<file path="src/design/lns_pkg.sv">
package lns_pkg;

  localparam int unsigned MAX_DIM = 4096;
  localparam int unsigned REG_W   = 13;
  localparam int unsigned COORD_W = 12;
  localparam int unsigned ADDR_W  = 24;
  localparam int unsigned NUM_W   = 24;
  localparam int unsigned DIV_CELLS = COORD_W;

  // configuration register indexes
  localparam logic [1:0] REG_SRC_W = 2'd0;
  localparam logic [1:0] REG_SRC_H = 2'd1;
  localparam logic [1:0] REG_WIN_W = 2'd2;
  localparam logic [1:0] REG_WIN_H = 2'd3;

  // command codes
  localparam logic CMD_MAP   = 1'b0;
  localparam logic CMD_SHADE = 1'b1;

  // fitted geometry and idle flag; the front takes no new items while it is recomputed
  typedef struct packed {
    logic              idle;
    logic [REG_W-1:0]  sw;
    logic [REG_W-1:0]  sh;
    logic [REG_W-1:0]  fw;
    logic [REG_W-1:0]  fh;
    logic [COORD_W-1:0] px;
    logic [COORD_W-1:0] py;
  } fit_t;

  // item as it travels down the divider row
  typedef struct packed {
    logic               cmd;
    logic               hit;
    logic [NUM_W-1:0]   rx;
    logic [NUM_W-1:0]   ry;
    logic [NUM_W-1:0]   dx;
    logic [NUM_W-1:0]   dy;
    logic [COORD_W-1:0] qx;
    logic [COORD_W-1:0] qy;
    logic [15:0]        pr;
    logic [15:0]        pg;
    logic [15:0]        pb;
  } token_t;

endpackage

</file>
<file path="src/design/lns_in_if.sv">
interface lns_in_if;
  logic        valid;
  logic        ready;
  logic        cmd;
  logic [11:0] win_x;
  logic [11:0] win_y;
  logic [7:0]  red;
  logic [7:0]  green;
  logic [7:0]  blue;
  logic [7:0]  alpha;

  modport source(output valid, cmd, win_x, win_y, red, green, blue, alpha, input ready);
  modport sink(input valid, cmd, win_x, win_y, red, green, blue, alpha, output ready);
endinterface

</file>
<file path="src/design/lns_out_if.sv">
interface lns_out_if;
  logic        valid;
  logic        ready;
  logic        inside_res;
  logic [11:0] src_col;
  logic [11:0] src_row;
  logic [23:0] src_addr;
  logic [23:0] pixel;

  modport source(output valid, inside_res, src_col, src_row, src_addr, pixel, input ready);
  modport sink(input valid, inside_res, src_col, src_row, src_addr, pixel, output ready);
endinterface

</file>
<file path="src/design/lns_cfg_if.sv">
interface lns_cfg_if;
  logic        valid;
  logic        ready;
  logic [1:0]  index;
  logic [12:0] data;

  modport source(output valid, index, data, input ready);
  modport sink(input valid, index, data, output ready);
endinterface

</file>
<file path="src/design/lns_fit.sv">
module lns_fit (
  input  logic                clk,
  input  logic                rst_n,
  lns_cfg_if.sink             cfg_ch,
  output lns_pkg::fit_t       fit
);

  typedef enum logic [3:0] {
    ST_IDLE = 4'b0001,
    ST_MUL  = 4'b0010,
    ST_DIV  = 4'b0100,
    ST_DONE = 4'b1000
  } fit_state_t;

  fit_state_t state_r, state_nxt;

  logic [12:0] src_w_r, src_h_r, win_w_r, win_h_r;
  logic [12:0] sw, sh, ww, wh;
  logic [25:0] p1, p2;
  logic        wide_r;
  logic [24:0] num_r, dsh_r;
  logic [12:0] q_r;
  logic [3:0]  cnt_r;
  logic [12:0] fw_r, fh_r, fw_sel, fh_sel;
  logic [11:0] px_r, py_r;
  logic        cfg_wr;

  function automatic logic [12:0] eff(input logic [12:0] v);
    if (v == 13'd0) return 13'd1;
    if (v > 13'(lns_pkg::MAX_DIM)) return 13'(lns_pkg::MAX_DIM);
    return v;
  endfunction

  assign cfg_ch.ready = 1'b1;
  assign cfg_wr = cfg_ch.valid;

  assign sw = eff(src_w_r);
  assign sh = eff(src_h_r);
  assign ww = eff(win_w_r);
  assign wh = eff(win_h_r);
  assign p1 = sw * wh;
  assign p2 = sh * ww;

  assign fw_sel = wide_r ? ww : q_r;
  assign fh_sel = wide_r ? q_r : wh;

  always_comb begin
    state_nxt = state_r;
    case (state_r)
      ST_IDLE: state_nxt = ST_IDLE;
      ST_MUL:  state_nxt = ST_DIV;
      ST_DIV:  if (cnt_r == 4'd0) state_nxt = ST_DONE;
      ST_DONE: state_nxt = ST_IDLE;
      default: state_nxt = ST_IDLE;
    endcase
    if (cfg_wr) state_nxt = ST_MUL;
  end

  always_ff @(posedge clk) begin
    if (!rst_n) begin
      state_r <= ST_IDLE;
      src_w_r <= 13'd1;
      src_h_r <= 13'd1;
      win_w_r <= 13'd1;
      win_h_r <= 13'd1;
      fw_r    <= 13'd1;
      fh_r    <= 13'd1;
      px_r    <= '0;
      py_r    <= '0;
    end else begin
      state_r <= state_nxt;
      if (cfg_wr) begin
        case (cfg_ch.index)
          lns_pkg::REG_SRC_W: src_w_r <= cfg_ch.data;
          lns_pkg::REG_SRC_H: src_h_r <= cfg_ch.data;
          lns_pkg::REG_WIN_W: win_w_r <= cfg_ch.data;
          lns_pkg::REG_WIN_H: win_h_r <= cfg_ch.data;
          default: ;
        endcase
      end
      if (state_r == ST_DONE && !cfg_wr) begin
        fw_r <= fw_sel;
        fh_r <= fh_sel;
        px_r <= 12'((ww - fw_sel) >> 1);
        py_r <= 12'((wh - fh_sel) >> 1);
      end
    end
  end

  // shift-subtract divider for the fitted short side
  always_ff @(posedge clk) begin
    case (state_r)
      ST_MUL: begin
        wide_r <= (p1 >= p2);
        num_r  <= (p1 >= p2) ? p2[24:0] : p1[24:0];
        dsh_r  <= (p1 >= p2) ? {sw[12:0], 12'd0} : {sh[12:0], 12'd0};
        q_r    <= '0;
        cnt_r  <= 4'd12;
      end
      ST_DIV: begin
        if (num_r >= dsh_r) begin
          num_r <= num_r - dsh_r;
          q_r   <= {q_r[11:0], 1'b1};
        end else begin
          q_r   <= {q_r[11:0], 1'b0};
        end
        dsh_r <= dsh_r >> 1;
        cnt_r <= cnt_r - 4'd1;
      end
      default: ;
    endcase
  end

  assign fit.idle = (state_r == ST_IDLE);
  assign fit.sw   = sw;
  assign fit.sh   = sh;
  assign fit.fw   = fw_r;
  assign fit.fh   = fh_r;
  assign fit.px   = px_r;
  assign fit.py   = py_r;

endmodule

</file>
<file path="src/design/lns_front.sv">
module lns_front (
  input  logic                clk,
  input  logic                rst_n,
  lns_in_if.sink              in_ch,
  input  lns_pkg::fit_t       fit,
  input  logic                dn_ready,
  output logic                dn_valid,
  output lns_pkg::token_t     dn_tok
);

  logic            v_r;
  logic            adv;
  lns_pkg::token_t tok_r, tok_nxt;
  logic [12:0]     x13, y13;
  logic            in_x, in_y;
  logic [11:0]     lx, ly;

  assign adv = !v_r || dn_ready;
  assign in_ch.ready = adv && fit.idle;

  assign x13  = {1'b0, in_ch.win_x};
  assign y13  = {1'b0, in_ch.win_y};
  assign in_x = (in_ch.win_x >= fit.px) && (x13 < ({1'b0, fit.px} + fit.fw));
  assign in_y = (in_ch.win_y >= fit.py) && (y13 < ({1'b0, fit.py} + fit.fh));
  assign lx   = in_ch.win_x - fit.px;
  assign ly   = in_ch.win_y - fit.py;

  always_comb begin
    tok_nxt.cmd    = in_ch.cmd;
    tok_nxt.hit    = (in_ch.cmd == lns_pkg::CMD_MAP) && (fit.fw != 13'd0) &&
                     (fit.fh != 13'd0) && in_x && in_y;
    tok_nxt.rx     = 24'(lx * fit.sw);
    tok_nxt.ry     = 24'(ly * fit.sh);
    tok_nxt.dx     = {fit.fw[12:0], 11'd0};
    tok_nxt.dy     = {fit.fh[12:0], 11'd0};
    tok_nxt.qx     = '0;
    tok_nxt.qy     = '0;
    tok_nxt.pr     = in_ch.red * in_ch.alpha;
    tok_nxt.pg     = in_ch.green * in_ch.alpha;
    tok_nxt.pb     = in_ch.blue * in_ch.alpha;
  end

  always_ff @(posedge clk) begin
    if (!rst_n) v_r <= 1'b0;
    else if (adv) v_r <= in_ch.valid && fit.idle;
  end

  always_ff @(posedge clk) begin
    if (adv) tok_r <= tok_nxt;
  end

  assign dn_valid = v_r;
  assign dn_tok   = tok_r;

endmodule

</file>
<file path="src/design/lns_div_cell.sv">
module lns_div_cell (
  input  logic                clk,
  input  logic                rst_n,
  input  logic                up_valid,
  output logic                up_ready,
  input  lns_pkg::token_t     up_tok,
  output logic                dn_valid,
  input  logic                dn_ready,
  output lns_pkg::token_t     dn_tok
);

  logic            v_r;
  lns_pkg::token_t tok_r, tok_nxt;

  assign up_ready = !v_r || dn_ready;

  // one quotient bit per axis; divisor halves on its way down
  always_comb begin
    tok_nxt = up_tok;
    if (up_tok.rx >= up_tok.dx) begin
      tok_nxt.rx = up_tok.rx - up_tok.dx;
      tok_nxt.qx = {up_tok.qx[10:0], 1'b1};
    end else begin
      tok_nxt.qx = {up_tok.qx[10:0], 1'b0};
    end
    if (up_tok.ry >= up_tok.dy) begin
      tok_nxt.ry = up_tok.ry - up_tok.dy;
      tok_nxt.qy = {up_tok.qy[10:0], 1'b1};
    end else begin
      tok_nxt.qy = {up_tok.qy[10:0], 1'b0};
    end
    tok_nxt.dx = up_tok.dx >> 1;
    tok_nxt.dy = up_tok.dy >> 1;
  end

  always_ff @(posedge clk) begin
    if (!rst_n) v_r <= 1'b0;
    else if (up_ready) v_r <= up_valid;
  end

  always_ff @(posedge clk) begin
    if (up_ready) tok_r <= tok_nxt;
  end

  assign dn_valid = v_r;
  assign dn_tok   = tok_r;

endmodule

</file>
<file path="src/design/lns_back.sv">
module lns_back (
  input  logic                clk,
  input  logic                rst_n,
  input  logic                up_valid,
  output logic                up_ready,
  input  lns_pkg::token_t     up_tok,
  input  lns_pkg::fit_t       fit,
  lns_out_if.source           out_ch
);

  logic        v_r;
  logic        inside_r;
  logic [11:0] col_r, row_r;
  logic [23:0] addr_r, pix_r;
  logic        map_in;

  function automatic logic [7:0] div255(input logic [15:0] p);
    logic [16:0] s;
    s = {1'b0, p} + 17'(p >> 8) + 17'd1;
    return s[15:8];
  endfunction

  assign up_ready = !v_r || out_ch.ready;
  assign map_in   = (up_tok.cmd == lns_pkg::CMD_MAP) && up_tok.hit;

  always_ff @(posedge clk) begin
    if (!rst_n) v_r <= 1'b0;
    else if (up_ready) v_r <= up_valid;
  end

  always_ff @(posedge clk) begin
    if (up_ready) begin
      inside_r <= map_in;
      col_r    <= map_in ? up_tok.qx : 12'd0;
      row_r    <= map_in ? up_tok.qy : 12'd0;
      addr_r   <= map_in ? 24'(up_tok.qy * fit.sw + {13'd0, up_tok.qx}) : 24'd0;
      pix_r    <= (up_tok.cmd == lns_pkg::CMD_SHADE) ?
                  {div255(up_tok.pr), div255(up_tok.pg), div255(up_tok.pb)} : 24'd0;
    end
  end

  assign out_ch.valid      = v_r;
  assign out_ch.inside_res = inside_r;
  assign out_ch.src_col    = col_r;
  assign out_ch.src_row    = row_r;
  assign out_ch.src_addr   = addr_r;
  assign out_ch.pixel      = pix_r;

endmodule

</file>
<file path="src/design/letterbox_nearest_scaler.sv">
// Stages: front register, 12 divider cells (one quotient bit per axis each), output.
// Throughput: one item per cycle unless stalled by out_ch.ready low or a fit update.
// After a config write the fit unit runs multiply, a 13-step divide and the pad step
// with in_ready low; config transfers are always taken.
// Reset (rst_n, synchronous, active low): registers to 1, fit 1x1 at origin, pipe empty.
module letterbox_nearest_scaler (
  input  logic       clk,
  input  logic       rst_n,
  lns_in_if.sink     in_ch,
  lns_out_if.source  out_ch,
  lns_cfg_if.sink    cfg_ch
);

  // fitted geometry and effective dimensions, recomputed after each config transfer
  lns_pkg::fit_t fit;

  // handshake and token chain through the divider row
  logic            vld [0:lns_pkg::DIV_CELLS];
  logic            rdy [0:lns_pkg::DIV_CELLS];
  lns_pkg::token_t tok [0:lns_pkg::DIV_CELLS];

  lns_fit u_fit (
    .clk    (clk),
    .rst_n  (rst_n),
    .cfg_ch (cfg_ch),
    .fit    (fit)
  );

  // front: offset, inside test, scale products, shade products
  lns_front u_front (
    .clk      (clk),
    .rst_n    (rst_n),
    .in_ch    (in_ch),
    .fit      (fit),
    .dn_ready (rdy[0]),
    .dn_valid (vld[0]),
    .dn_tok   (tok[0])
  );

  // restoring divider, one bit per cell, MSB first
  for (genvar i = 0; i < lns_pkg::DIV_CELLS; i++) begin : g_cell
    lns_div_cell u_cell (
      .clk      (clk),
      .rst_n    (rst_n),
      .up_valid (vld[i]),
      .up_ready (rdy[i]),
      .up_tok   (tok[i]),
      .dn_valid (vld[i+1]),
      .dn_ready (rdy[i+1]),
      .dn_tok   (tok[i+1])
    );
  end

  // back: linear address, /255 premultiply, output register
  lns_back u_back (
    .clk      (clk),
    .rst_n    (rst_n),
    .up_valid (vld[lns_pkg::DIV_CELLS]),
    .up_ready (rdy[lns_pkg::DIV_CELLS]),
    .up_tok   (tok[lns_pkg::DIV_CELLS]),
    .fit      (fit),
    .out_ch   (out_ch)
  );

`ifndef SYNTHESIS
  // no input transfer while the fit is being recomputed
  a_ready_idle: assert property (@(posedge clk) disable iff (!rst_n)
    in_ch.ready |-> fit.idle) else $error("input taken during fit update");

  // a config transfer blocks input on the next cycle
  a_cfg_block: assert property (@(posedge clk) disable iff (!rst_n)
    (cfg_ch.valid && cfg_ch.ready) |=> !in_ch.ready) else $error("input open after config");

  // map results never carry a pixel
  a_map_nopix: assert property (@(posedge clk) disable iff (!rst_n)
    (out_ch.valid && out_ch.inside_res) |-> (out_ch.pixel == 24'd0))
    else $error("pixel on map result");

  // mapped column stays within the source width
  a_col_range: assert property (@(posedge clk) disable iff (!rst_n)
    (out_ch.valid && out_ch.inside_res) |-> ({1'b0, out_ch.src_col} < fit.sw))
    else $error("column out of range");
`endif

endmodule
</file>
<file path="src/flat_wrapper.sv">
// flat-port wrapper written by rule: the top's interface ports become plain ports
module letterbox_nearest_scaler_flat 
  (clk, rst_n, in_ch_valid, in_ch_cmd, in_ch_win_x, in_ch_win_y, in_ch_red, in_ch_green, in_ch_blue, in_ch_alpha, in_ch_ready, out_ch_valid, out_ch_inside_res, out_ch_src_col, out_ch_src_row, out_ch_src_addr, out_ch_pixel, out_ch_ready, cfg_ch_valid, cfg_ch_index, cfg_ch_data, cfg_ch_ready);
  lns_in_if in_ch_i ();
  lns_out_if out_ch_i ();
  lns_cfg_if cfg_ch_i ();
  input  logic clk;
  input  logic rst_n;
  input wire logic [$bits(in_ch_i.valid)-1:0] in_ch_valid;
  input wire logic [$bits(in_ch_i.cmd)-1:0] in_ch_cmd;
  input wire logic [$bits(in_ch_i.win_x)-1:0] in_ch_win_x;
  input wire logic [$bits(in_ch_i.win_y)-1:0] in_ch_win_y;
  input wire logic [$bits(in_ch_i.red)-1:0] in_ch_red;
  input wire logic [$bits(in_ch_i.green)-1:0] in_ch_green;
  input wire logic [$bits(in_ch_i.blue)-1:0] in_ch_blue;
  input wire logic [$bits(in_ch_i.alpha)-1:0] in_ch_alpha;
  output wire logic [$bits(in_ch_i.ready)-1:0] in_ch_ready;
  output wire logic [$bits(out_ch_i.valid)-1:0] out_ch_valid;
  output wire logic [$bits(out_ch_i.inside_res)-1:0] out_ch_inside_res;
  output wire logic [$bits(out_ch_i.src_col)-1:0] out_ch_src_col;
  output wire logic [$bits(out_ch_i.src_row)-1:0] out_ch_src_row;
  output wire logic [$bits(out_ch_i.src_addr)-1:0] out_ch_src_addr;
  output wire logic [$bits(out_ch_i.pixel)-1:0] out_ch_pixel;
  input wire logic [$bits(out_ch_i.ready)-1:0] out_ch_ready;
  input wire logic [$bits(cfg_ch_i.valid)-1:0] cfg_ch_valid;
  input wire logic [$bits(cfg_ch_i.index)-1:0] cfg_ch_index;
  input wire logic [$bits(cfg_ch_i.data)-1:0] cfg_ch_data;
  output wire logic [$bits(cfg_ch_i.ready)-1:0] cfg_ch_ready;
  assign in_ch_i.valid = in_ch_valid;
  assign in_ch_i.cmd = in_ch_cmd;
  assign in_ch_i.win_x = in_ch_win_x;
  assign in_ch_i.win_y = in_ch_win_y;
  assign in_ch_i.red = in_ch_red;
  assign in_ch_i.green = in_ch_green;
  assign in_ch_i.blue = in_ch_blue;
  assign in_ch_i.alpha = in_ch_alpha;
  assign in_ch_ready = in_ch_i.ready;
  assign out_ch_valid = out_ch_i.valid;
  assign out_ch_inside_res = out_ch_i.inside_res;
  assign out_ch_src_col = out_ch_i.src_col;
  assign out_ch_src_row = out_ch_i.src_row;
  assign out_ch_src_addr = out_ch_i.src_addr;
  assign out_ch_pixel = out_ch_i.pixel;
  assign out_ch_i.ready = out_ch_ready;
  assign cfg_ch_i.valid = cfg_ch_valid;
  assign cfg_ch_i.index = cfg_ch_index;
  assign cfg_ch_i.data = cfg_ch_data;
  assign cfg_ch_ready = cfg_ch_i.ready;
  letterbox_nearest_scaler u_core (.clk(clk), .rst_n(rst_n), .in_ch(in_ch_i), .out_ch(out_ch_i), .cfg_ch(cfg_ch_i));
endmodule
</file>
<file path="config.mk">
export PLATFORM = sky130hd
export DESIGN_NAME = letterbox_nearest_scaler_flat
export DESIGN_NICKNAME = d
export VERILOG_FILES = /design/src/design/lns_pkg.sv /design/src/design/lns_in_if.sv /design/src/design/lns_out_if.sv /design/src/design/lns_cfg_if.sv /design/src/design/lns_fit.sv /design/src/design/lns_front.sv /design/src/design/lns_div_cell.sv /design/src/design/lns_back.sv /design/src/design/letterbox_nearest_scaler.sv /design/src/flat_wrapper.sv
export SDC_FILE = /design/constraint.sdc
export NUM_CORES = 2
export LEC_CHECK = 0
export ABC_CLOCK_PERIOD_IN_PS = 10600
export BUFFER_PORTS_ARGS = -buffer_cell sky130_fd_sc_hd__buf_4
export CAP_MARGIN = 40
export CORE_ASPECT_RATIO = 1.2
export CORE_MARGIN = 3
export CORE_UTILIZATION = 50
export CTS_BUF_LIST = sky130_fd_sc_hd__clkbuf_4 sky130_fd_sc_hd__clkbuf_8
export DETAILED_ROUTE_END_ITERATION = 16
export MAX_ROUTING_LAYER = met4
export PLACE_DENSITY = 0.69
export SLEW_MARGIN = 20
export SYNTH_ARGS = -nofsm -noshare
export SYNTH_HDL_FRONTEND = slang
export SYNTH_SLANG_ARGS = --single-unit
</file>
<file path="constraint.sdc">
create_clock -name clk -period 10.6 [get_ports clk]
set_input_delay 0.53 -clock clk [delete_from_list [all_inputs] [get_ports clk]]
set_output_delay 0.53 -clock clk [all_outputs]
set_load 0.1 [all_outputs]
</file>
### Word-level counts from Yosys, hierarchy flattened

Cells that the tools add are included.

| word-level totals | value |
|---|---|
| register bits after elaboration | 1955 |
| input bits | 77 |
| output and inout bits | 76 |
| word-level logic and storage cells | 404 |

| cells by class | value |
|---|---|
| add/subtract/negate cells | 37 |
| multipliers | 8 |
| magnitude comparators | 34 |
| eq/ne operators | 10 |
| mux-type cells | 87 |
| bitwise logic cells | 3 |
| reductions and logical operators | 54 |

Operator list:

| operator | count |
|---|---|
| 2-to-1 mux 24 bit | 22 |
| 2-to-1 mux 13 bit | 18 |
| one-hot mux 25 bit (2 select lines) | 2 |
| 2-to-1 mux 25 bit | 3 |
| multiplier 12 x 13 -> 24 bit | 3 |
| > comparator 13 bit (second input constant) | 4 |
| logical NOT 13 bit | 4 |
| multiplier 13 x 13 -> 26 bit | 2 |
| adder 16 x 1 -> 16 bit (second input constant) | 3 |
| adder 16 x 8 -> 16 bit | 3 |
| >= comparator 24 x 13 -> 1 bit | 2 |
| >= comparator 24 x 14 -> 1 bit | 2 |
| >= comparator 24 x 15 -> 1 bit | 2 |
| >= comparator 24 x 16 -> 1 bit | 2 |
| >= comparator 24 x 17 -> 1 bit | 2 |
| >= comparator 24 x 18 -> 1 bit | 2 |
| >= comparator 24 x 19 -> 1 bit | 2 |
| >= comparator 24 x 20 -> 1 bit | 2 |
| >= comparator 24 x 21 -> 1 bit | 2 |
| >= comparator 24 x 22 -> 1 bit | 2 |
| >= comparator 24 x 23 -> 1 bit | 2 |
| >= comparator 24 bit | 2 |
| multiplier 8 x 8 -> 16 bit | 3 |
| subtractor 24 x 14 -> 24 bit | 2 |
| 43 further kinds | 140 |

### Depth between registers and ports, before layout

| depth | value |
|---|---|
| word-level depth | 16 |
| mapped depth | 37 |
| depth with buffers taken out | 33 |

### By module

A second synthesis with hierarchy kept.

| unflattened totals | value |
|---|---|
| cells, all modules | 14111 |
| area total of the unflattened synthesis | 154628.3 µm² |

Modules (own cells, without submodules):

| module | instances | cells an instance | area each (µm²) | seq. area each (µm²) |
|---|---|---|---|---|
| lns_div_cell at u_core.g_cell[0].u_cell ... | 8 | 682 | 8481.9 | 5064.9 |
| lns_front | 1 | 2406 | 22591.7 | 3743.6 |
| lns_fit | 1 | 2528 | 20955.1 | 4164.0 |
| lns_div_cell at u_core.g_cell[6].u_cell ... | 2 | 707 | 8783.4 | 5064.9 |
| lns_div_cell at u_core.g_cell[8].u_cell ... | 2 | 673 | 8240.4 | 5064.9 |
| lns_back | 1 | 961 | 9178.8 | 2212.1 |

### Least setup slack after synthesis

OpenSTA, ideal clock, no wires.

| timing path | value |
|---|---|
| path type | register -> output |
| from | reg u_core.u_back.v_r (netlist: u_core.u_back.out_ch.valid) |
| to | out in_ch_ready |
| arrival time | 8434 ps |
| data required time | 10070 ps |
| path slack | 1636 ps |
| cell stages (with the launch flop) | 12 |
| path buffers | 0 |
| path through | dfxtp_1 nor2b_1 and2_1 inv_2 nor2_1 and2_1 inv_2 nor2_1 and2_1 and3_1 nand2_1 and4b_1 |

| between the ends | value |
|---|---|
| word-level cells in the longest chain between the ends | 16 |

RTL lines:

| item | line | source |
|---|---|---|
| start, declared | lns_back.sv:11 | `logic v_r;` |
| start signal, assigned | lns_back.sv:28 | `else if (up_ready) v_r <= up_valid;` |
| logical NOT 1 bit | lns_back.sv:23 | `assign up_ready = !v_r \|\| out_ch.ready;` |
| logical OR 1 bit | lns_back.sv:23 |  |
| logical OR 1 bit | lns_div_cell.sv:15 | `assign up_ready = !v_r \|\| dn_ready;` |
| named net u_core.g_cell[10].u_cell.dn_ready | lns_div_cell.sv:8 | `input logic dn_ready,` |
| logical OR 1 bit (4 in series) | lns_div_cell.sv:15 |  |
| named net u_core.g_cell[6].u_cell.dn_ready | lns_div_cell.sv:8 |  |
| logical OR 1 bit (7 in series) | lns_div_cell.sv:15 |  |
| logical OR 1 bit | lns_front.sv:18 | `assign adv = !v_r \|\| dn_ready;` |
| named net u_core.u_front.adv | lns_front.sv:12 | `logic adv;` |
| logical AND 1 bit | lns_front.sv:19 | `assign in_ch.ready = adv && fit.idle;` |
| end, declared | flat_wrapper.sv:17 | `output wire logic [$bits(in_ch_i.ready)-1:0] in_ch_ready;` |

The timed path passes the listed nets, and every way through them passes these cells.

### Worst setup path after layout

| timing path | value |
|---|---|
| from | reg u_core.u_fit.src_w_r[12] |
| to | reg u_core.u_fit.dsh_r[21], data pin |

| between the ends | value |
|---|---|
| word-level cells in the longest chain between the ends | 9 |
| elaborated cells between the ends (all ways) | 12 |
| those cells by class | 1 x mul; 2 x order compare; 8 x mux; 1 x reduce/logical |

RTL lines:

| item | line | source |
|---|---|---|
| start, declared | lns_fit.sv:17 | `logic [12:0] src_w_r, src_h_r, win_w_r, win_h_r;` |
| start signal, assigned | lns_fit.sv:74 | `lns_pkg::REG_SRC_W: src_w_r <= cfg_ch.data;` |
| > comparator 13 bit | lns_fit.sv:30 | `if (v > 13'(lns_pkg::MAX_DIM)) return 13'(lns_pkg::MAX_DIM);` |
| 2-to-1 mux 1 bit (2 in series) | lns_fit.sv:30 |  |
| 2-to-1 mux 13 bit | lns_fit.sv:31 | `return v;` |
| 2-to-1 mux 13 bit (*) | lns_fit.sv:30 |  |
| multiplier 13 x 13 -> 26 bit | lns_fit.sv:41 | `assign p1 = sw * wh;` |
| >= comparator 26 bit | lns_fit.sv:96 | `dsh_r <= (p1 >= p2) ? {sw[12:0], 12'd0} : {sh[12:0], 12'd0};` |
| 2-to-1 mux 25 bit (*) | lns_fit.sv:96 |  |
| one-hot mux 25 bit (2 select lines) (*) | lns_fit.sv:92 | `case (state_r)` |
| end signal, assigned | lns_fit.sv:96 |  |
| end signal, assigned | lns_fit.sv:107 | `dsh_r <= dsh_r >> 1;` |
| end, declared | lns_fit.sv:21 | `logic [24:0] num_r, dsh_r;` |

Mark *: on every way between the ends. The rest lies on a longest branch, timed or not. The select of a mux whose other input is x is not followed.
A chain may end at the register's enable or synchronous reset.

==> results.md <==
- The flow ran to the end, but the final reports show violations.
- The final reports fail on antenna rules.
- In this run the mean area of a mapped cell was 11.5 µm².
- The setup TNS after final layout is 0 ps.
- After synthesis, the netlist uses between 90 and 100 different library cells.
- The synthesis warning total is 0.
- The number of clock buffers added by TritonCTS is 314.
- The aggregate routed wire length is about 260 mm.
- Entering global routing, the biggest net connects 76 pins.
- The sequential cell area fraction in the yosys report is 0.484.
- The leakage power summed over all cells is approximately 55 nW.
- The number of fill cells in the layout is roughly 20,000.
- The final routed DRC violation total is 0.
- The number of H-tree levels is 5.
- The fraction of the mapped netlist area in compound gates is 0.0780.
- The total global routing track utilization is 0.223.
- The area added between synthesis and finish is 9.89%.
- The clock reaches the later pin of the worst-skew pair after 940 ps.
- The congestion estimate from routability-driven global placement came to about 0.96.
- The worst-case clock skew is roughly 63 ps.
- Pin placement for this block handled around 150 I/O pins.
- The number of failing setup endpoints in the final timing report is 0.
- By area, the combinational part of the netlist is dominated by adder cells.
- The number of violations reported at the end of detailed-routing iteration 0 is 4,326.
- The clock net sink count is between 1,500 and 2,000.
- The transition time at the pin with the least slew margin is 861 ps.
- The total congestion overflow after global routing is 0.
- Of the total power, the share spent switching nets is 0.331.
- The design internal power is between 0.015 and 0.02 W.
- For this run, the detailed router's first-pass iteration total came to 6.
- The worst setup path is captured at a flop.
- The worst pin sits at a relative slew slack of 0.426.
- The initial antenna violation count is 8.
- Of the total power, registers draw 0.441.
- The number of flops mapped to enable cells by yosys is about 1,800.
- The clock root buffer is sky130_fd_sc_hd__clkbuf_8.
- The clock-pin slew of the registers on the worst-case setup and hold paths is 60 ps.
- The count of cells in the finished layout, fillers not included, comes to about 14,000.
- The count of buffers inserted at the top-level ports is approximately 150.
- IR analysis of the VDD net gives a maximum drop of 151 µV.
- The final layout net count is 12,400.
- The type of the worst min-delay path is in2reg.
- Once placement completed, the tool counted placed cells totaling ~13,000.
- Of the total power, the clock network draws 0.220.
- The share of the clock period used by the worst path after layout is 0.896.
- In this run the post-CTS setup repair buffer count came out at 0.
- The maximum operating frequency is about 0.11 GHz.
- For the worst setup path, the data required time is between 10,000 and 15,000 ps.
- The summed instance area of the synthesized netlist is 0.119 mm².
- Dividing total power by cell area gives a power density of 219 mW/mm².
- Setup repair after global routing left no endpoint under its margin.
- In the routed layout, each cell is associated on average with a via count of roughly 5.4.
- The via count of the first global-routing pass is ~79,000.
- Of the cells placed in the final design, the portion with a size suffix greater than 1 is 0.0822.
- The synthesized instance count is 10,400.
- The first global-routing pass estimated 420 mm of wire.
- The commonest register cell after synthesis is sky130_fd_sc_hd__edfxtp_1.
- The element type at the critical path start is a flop.
- The count of antenna-violating nets left after detailed routing is 1.
- The overall die height is about 540 µm.
- The final max-slew violation count is 0.
- Of all flip-flops after synthesis, the portion carrying an async set or reset was 0.
- The most frequent cell on the critical path is sky130_fd_sc_hd__fa_1.
- The mux cell area share after synthesis is 0.00927.
- The net load switching power is 0.00945 W.
- Data arrives at the worst endpoint at ~10,000 ps.
- The count of final hold-check violations is 0.
- The proportion of power drawn by combinational gates is 0.339.
- The routed design could run at a clock period as short as 9490 ps.
- The longest individual stage delay on the worst path is around 580 ps.
- The count of max-cap constraint violations is 0.
- After floorplanning, the core was sized to cover roughly 0.24 mm².
- Along the worst path, the maximum fanout reaches 43.
- Of the total synthesized cell area, the portion taken by AND, OR, NAND and NOR gates is 0.120.
- The die covers ~0.24 mm².
- The maximum buffer depth of the clock tree is 4.
- The sum of net half-perimeters after detailed placement is ~200 mm.
- The count of vias placed by the detailed router is 76,100.
- The critical-path cell with the highest stage delay is sky130_fd_sc_hd__nor2b_2.
- Counting flops and latches in the post-synthesis netlist gives 1,955.
- The chip width is approximately 450 µm.
- The post-synth net total is about 12,000.
- TritonCTS built the clock tree.
- The worst setup path is of the reg2reg kind.
- Of the total synthesized cell area, the portion taken by full adders, half adders and majority gates is 0.217.
- Overall power consumption after layout is estimated at 0.0285 W.
- The total number of placement rows is roughly 200.
- The average wire length per cell after detail routing is between 15 and 20 µm.
- Of the total synthesized cell area, the portion taken by XOR and XNOR cells is 0.0382.
- The effective utilization at floorplan is 0.504.
## path summary, 6_finish.rpt
kind | slack [ps] | to | cells past startpoint | startpoint
setup / recovery | 1110 | u_core.u_fit.dsh_r[21] | 29 | u_core.u_fit.src_w_r[12]
hold / removal | 110 | u_core.u_back.out_ch.valid | 4 | out_ch_ready
setup reg to reg | 1110 | u_core.u_fit.dsh_r[21] | 29 | u_core.u_fit.src_w_r[12]
hold reg to reg | 380 | u_core.g_cell[8].u_cell.dn_tok[56] | 0 | u_core.g_cell[7].u_cell.dn_tok[55]
## critical path, delay by kind of cell, from the launching register on
family                     cells  cell delay, ps
adders and majority gates      7            3110
AOI/OAI and AO/OA              8            1870
and+or+nand+nor                7            2250
xor gates and xnor gates       1             170
DFF                            1             320
buffers and inverters          6            1460
## power by group through the flow
stage	Sequential (W)	Combinational (W)	Clock (W)
2_1_floorplan	0.0125	0.00734	0
3_3_place_gp	0.0126	0.00921	0
3_5_place_dp	0.0127	0.00955	0
4_1_cts	0.0126	0.00964	0.00649
5_1_grt	0.0128	0.0109	0.00683
6_report	0.0126	0.00967	0.00628
## sequential cells by signal, indices dropped and copies added (netlist names), 4 cells and up
signal and count:
u_core.u_fit.src_w_r 13, u_core.u_back.out_ch.src_addr 24, u_core.g_cell.u_cell.dn_valid 12, u_core.u_front.dn_tok 124
u_core.u_fit.px_r 12, u_core.u_back.out_ch.pixel 24, u_core.u_fit.src_h_r 13, u_core.u_back.out_ch.src_col 12
u_core.g_cell.u_cell.dn_tok 1570, u_core.u_fit.fw_r 13, u_core.u_fit.py_r 12, u_core.u_fit.cnt_r 4
u_core.u_fit.dsh_r 25, u_core.u_back.out_ch.src_row 12, u_core.u_fit.win_w_r 13, u_core.u_fit.num_r 25
u_core.u_fit.fh_r 13, u_core.u_fit.state_r 4, u_core.u_fit.q_r 13, u_core.u_fit.win_h_r 13
## timing repair
| item | in CTS | in global routing |
|---|---|---|
| hold buffers | 20 | 0 |
| gates resized for setup | 0 | 0 |
| endpoints found under the hold margin | 62 | 0 |
## kinds of logic after synthesis
kind of cell,count (synthesis)
AOI/OAI and AO/OA,1472
xor gates and xnor gates,518
adders and majority gates,1632
buffers and inverters,1648
DFF,1955
muxes,103
other,1
and+or+nand+nor,3025
## area by class of cell
type,instances,area [µm²],share of cell area
antenna,10,25.0,0.000192
clock buffer,424,5230,0.0401
clock inverter,118,810,0.00621
inverter,1374,5180,0.0397
multi-input combinational,6751,55100,0.423
sequential,1955,57500,0.441
tap,3152,3940,0.0302
timing repair buffer,298,2620,0.0201
## synth_stat cells, types with 163 or more instances
library cell / count / area (µm²)
sky130_fd_sc_hd__fa_1: 717 / 14400
sky130_fd_sc_hd__nand2_1: 1008 / 3780
sky130_fd_sc_hd__o21ai_1: 163 / 816
sky130_fd_sc_hd__and2_1: 282 / 1760
sky130_fd_sc_hd__a21oi_1: 504 / 2520
sky130_fd_sc_hd__xnor2_1: 303 / 2650
sky130_fd_sc_hd__edfxtp_1: 1835 / 55100
sky130_fd_sc_hd__nor2_1: 821 / 3080
sky130_fd_sc_hd__clkbuf_1: 242 / 908
sky130_fd_sc_hd__inv_1: 1354 / 5080
sky130_fd_sc_hd__ha_1: 915 / 11400
sky130_fd_sc_hd__xor2_1: 215 / 1880
## metal layers
| layer | track usage | part of all wire | up-vias |
|---|---|---|---|
| met2 | 0.388 | 0.51 | 2029 |
| li1 | - | - | 36200 |
| met5 | - | 0 | - |
| met3 | 0.0283 | 0.045 | 639 |
| met1 | 0.262 | 0.40 | 37300 |
| met4 | 0.0898 | 0.043 | 0 |
## layout by cell type, fill, tap and decap left out, drive strengths merged, types with 66 or more instances in the layout
cell	synthesis	layout
clkbuf	242	427
buf	32	273
o21ai	298	298
nor2b	109	109
a21oi	514	514
dfxtp	120	120
xnor2	303	303
nand3	137	137
nor3	142	142
a21o	154	154
inv	1369	1379
a211oi	84	84
fa	717	717
nor2	822	822
xor2	215	215
or3	66	66
edfxtp	1835	1835
nand2	1008	1008
nor4	68	68
ha	915	915
and2	282	282
clkinv	5	95
nand2b	119	119
o21a	78	78
## metrics by stage
step	area [µm²]	util	setup WS (ps)	hold WS, ps
final	130000	0.553	1110	113
after global routing	130000	0.553	762	83.9
after CTS	130000	0.552	1250	31.5
after detailed placement	124000	0.526	1300	405
after global placement	124000	0.524	1150	401
after floorplan	119000	-	1640	400
Power figures use the tool's default switching activity.
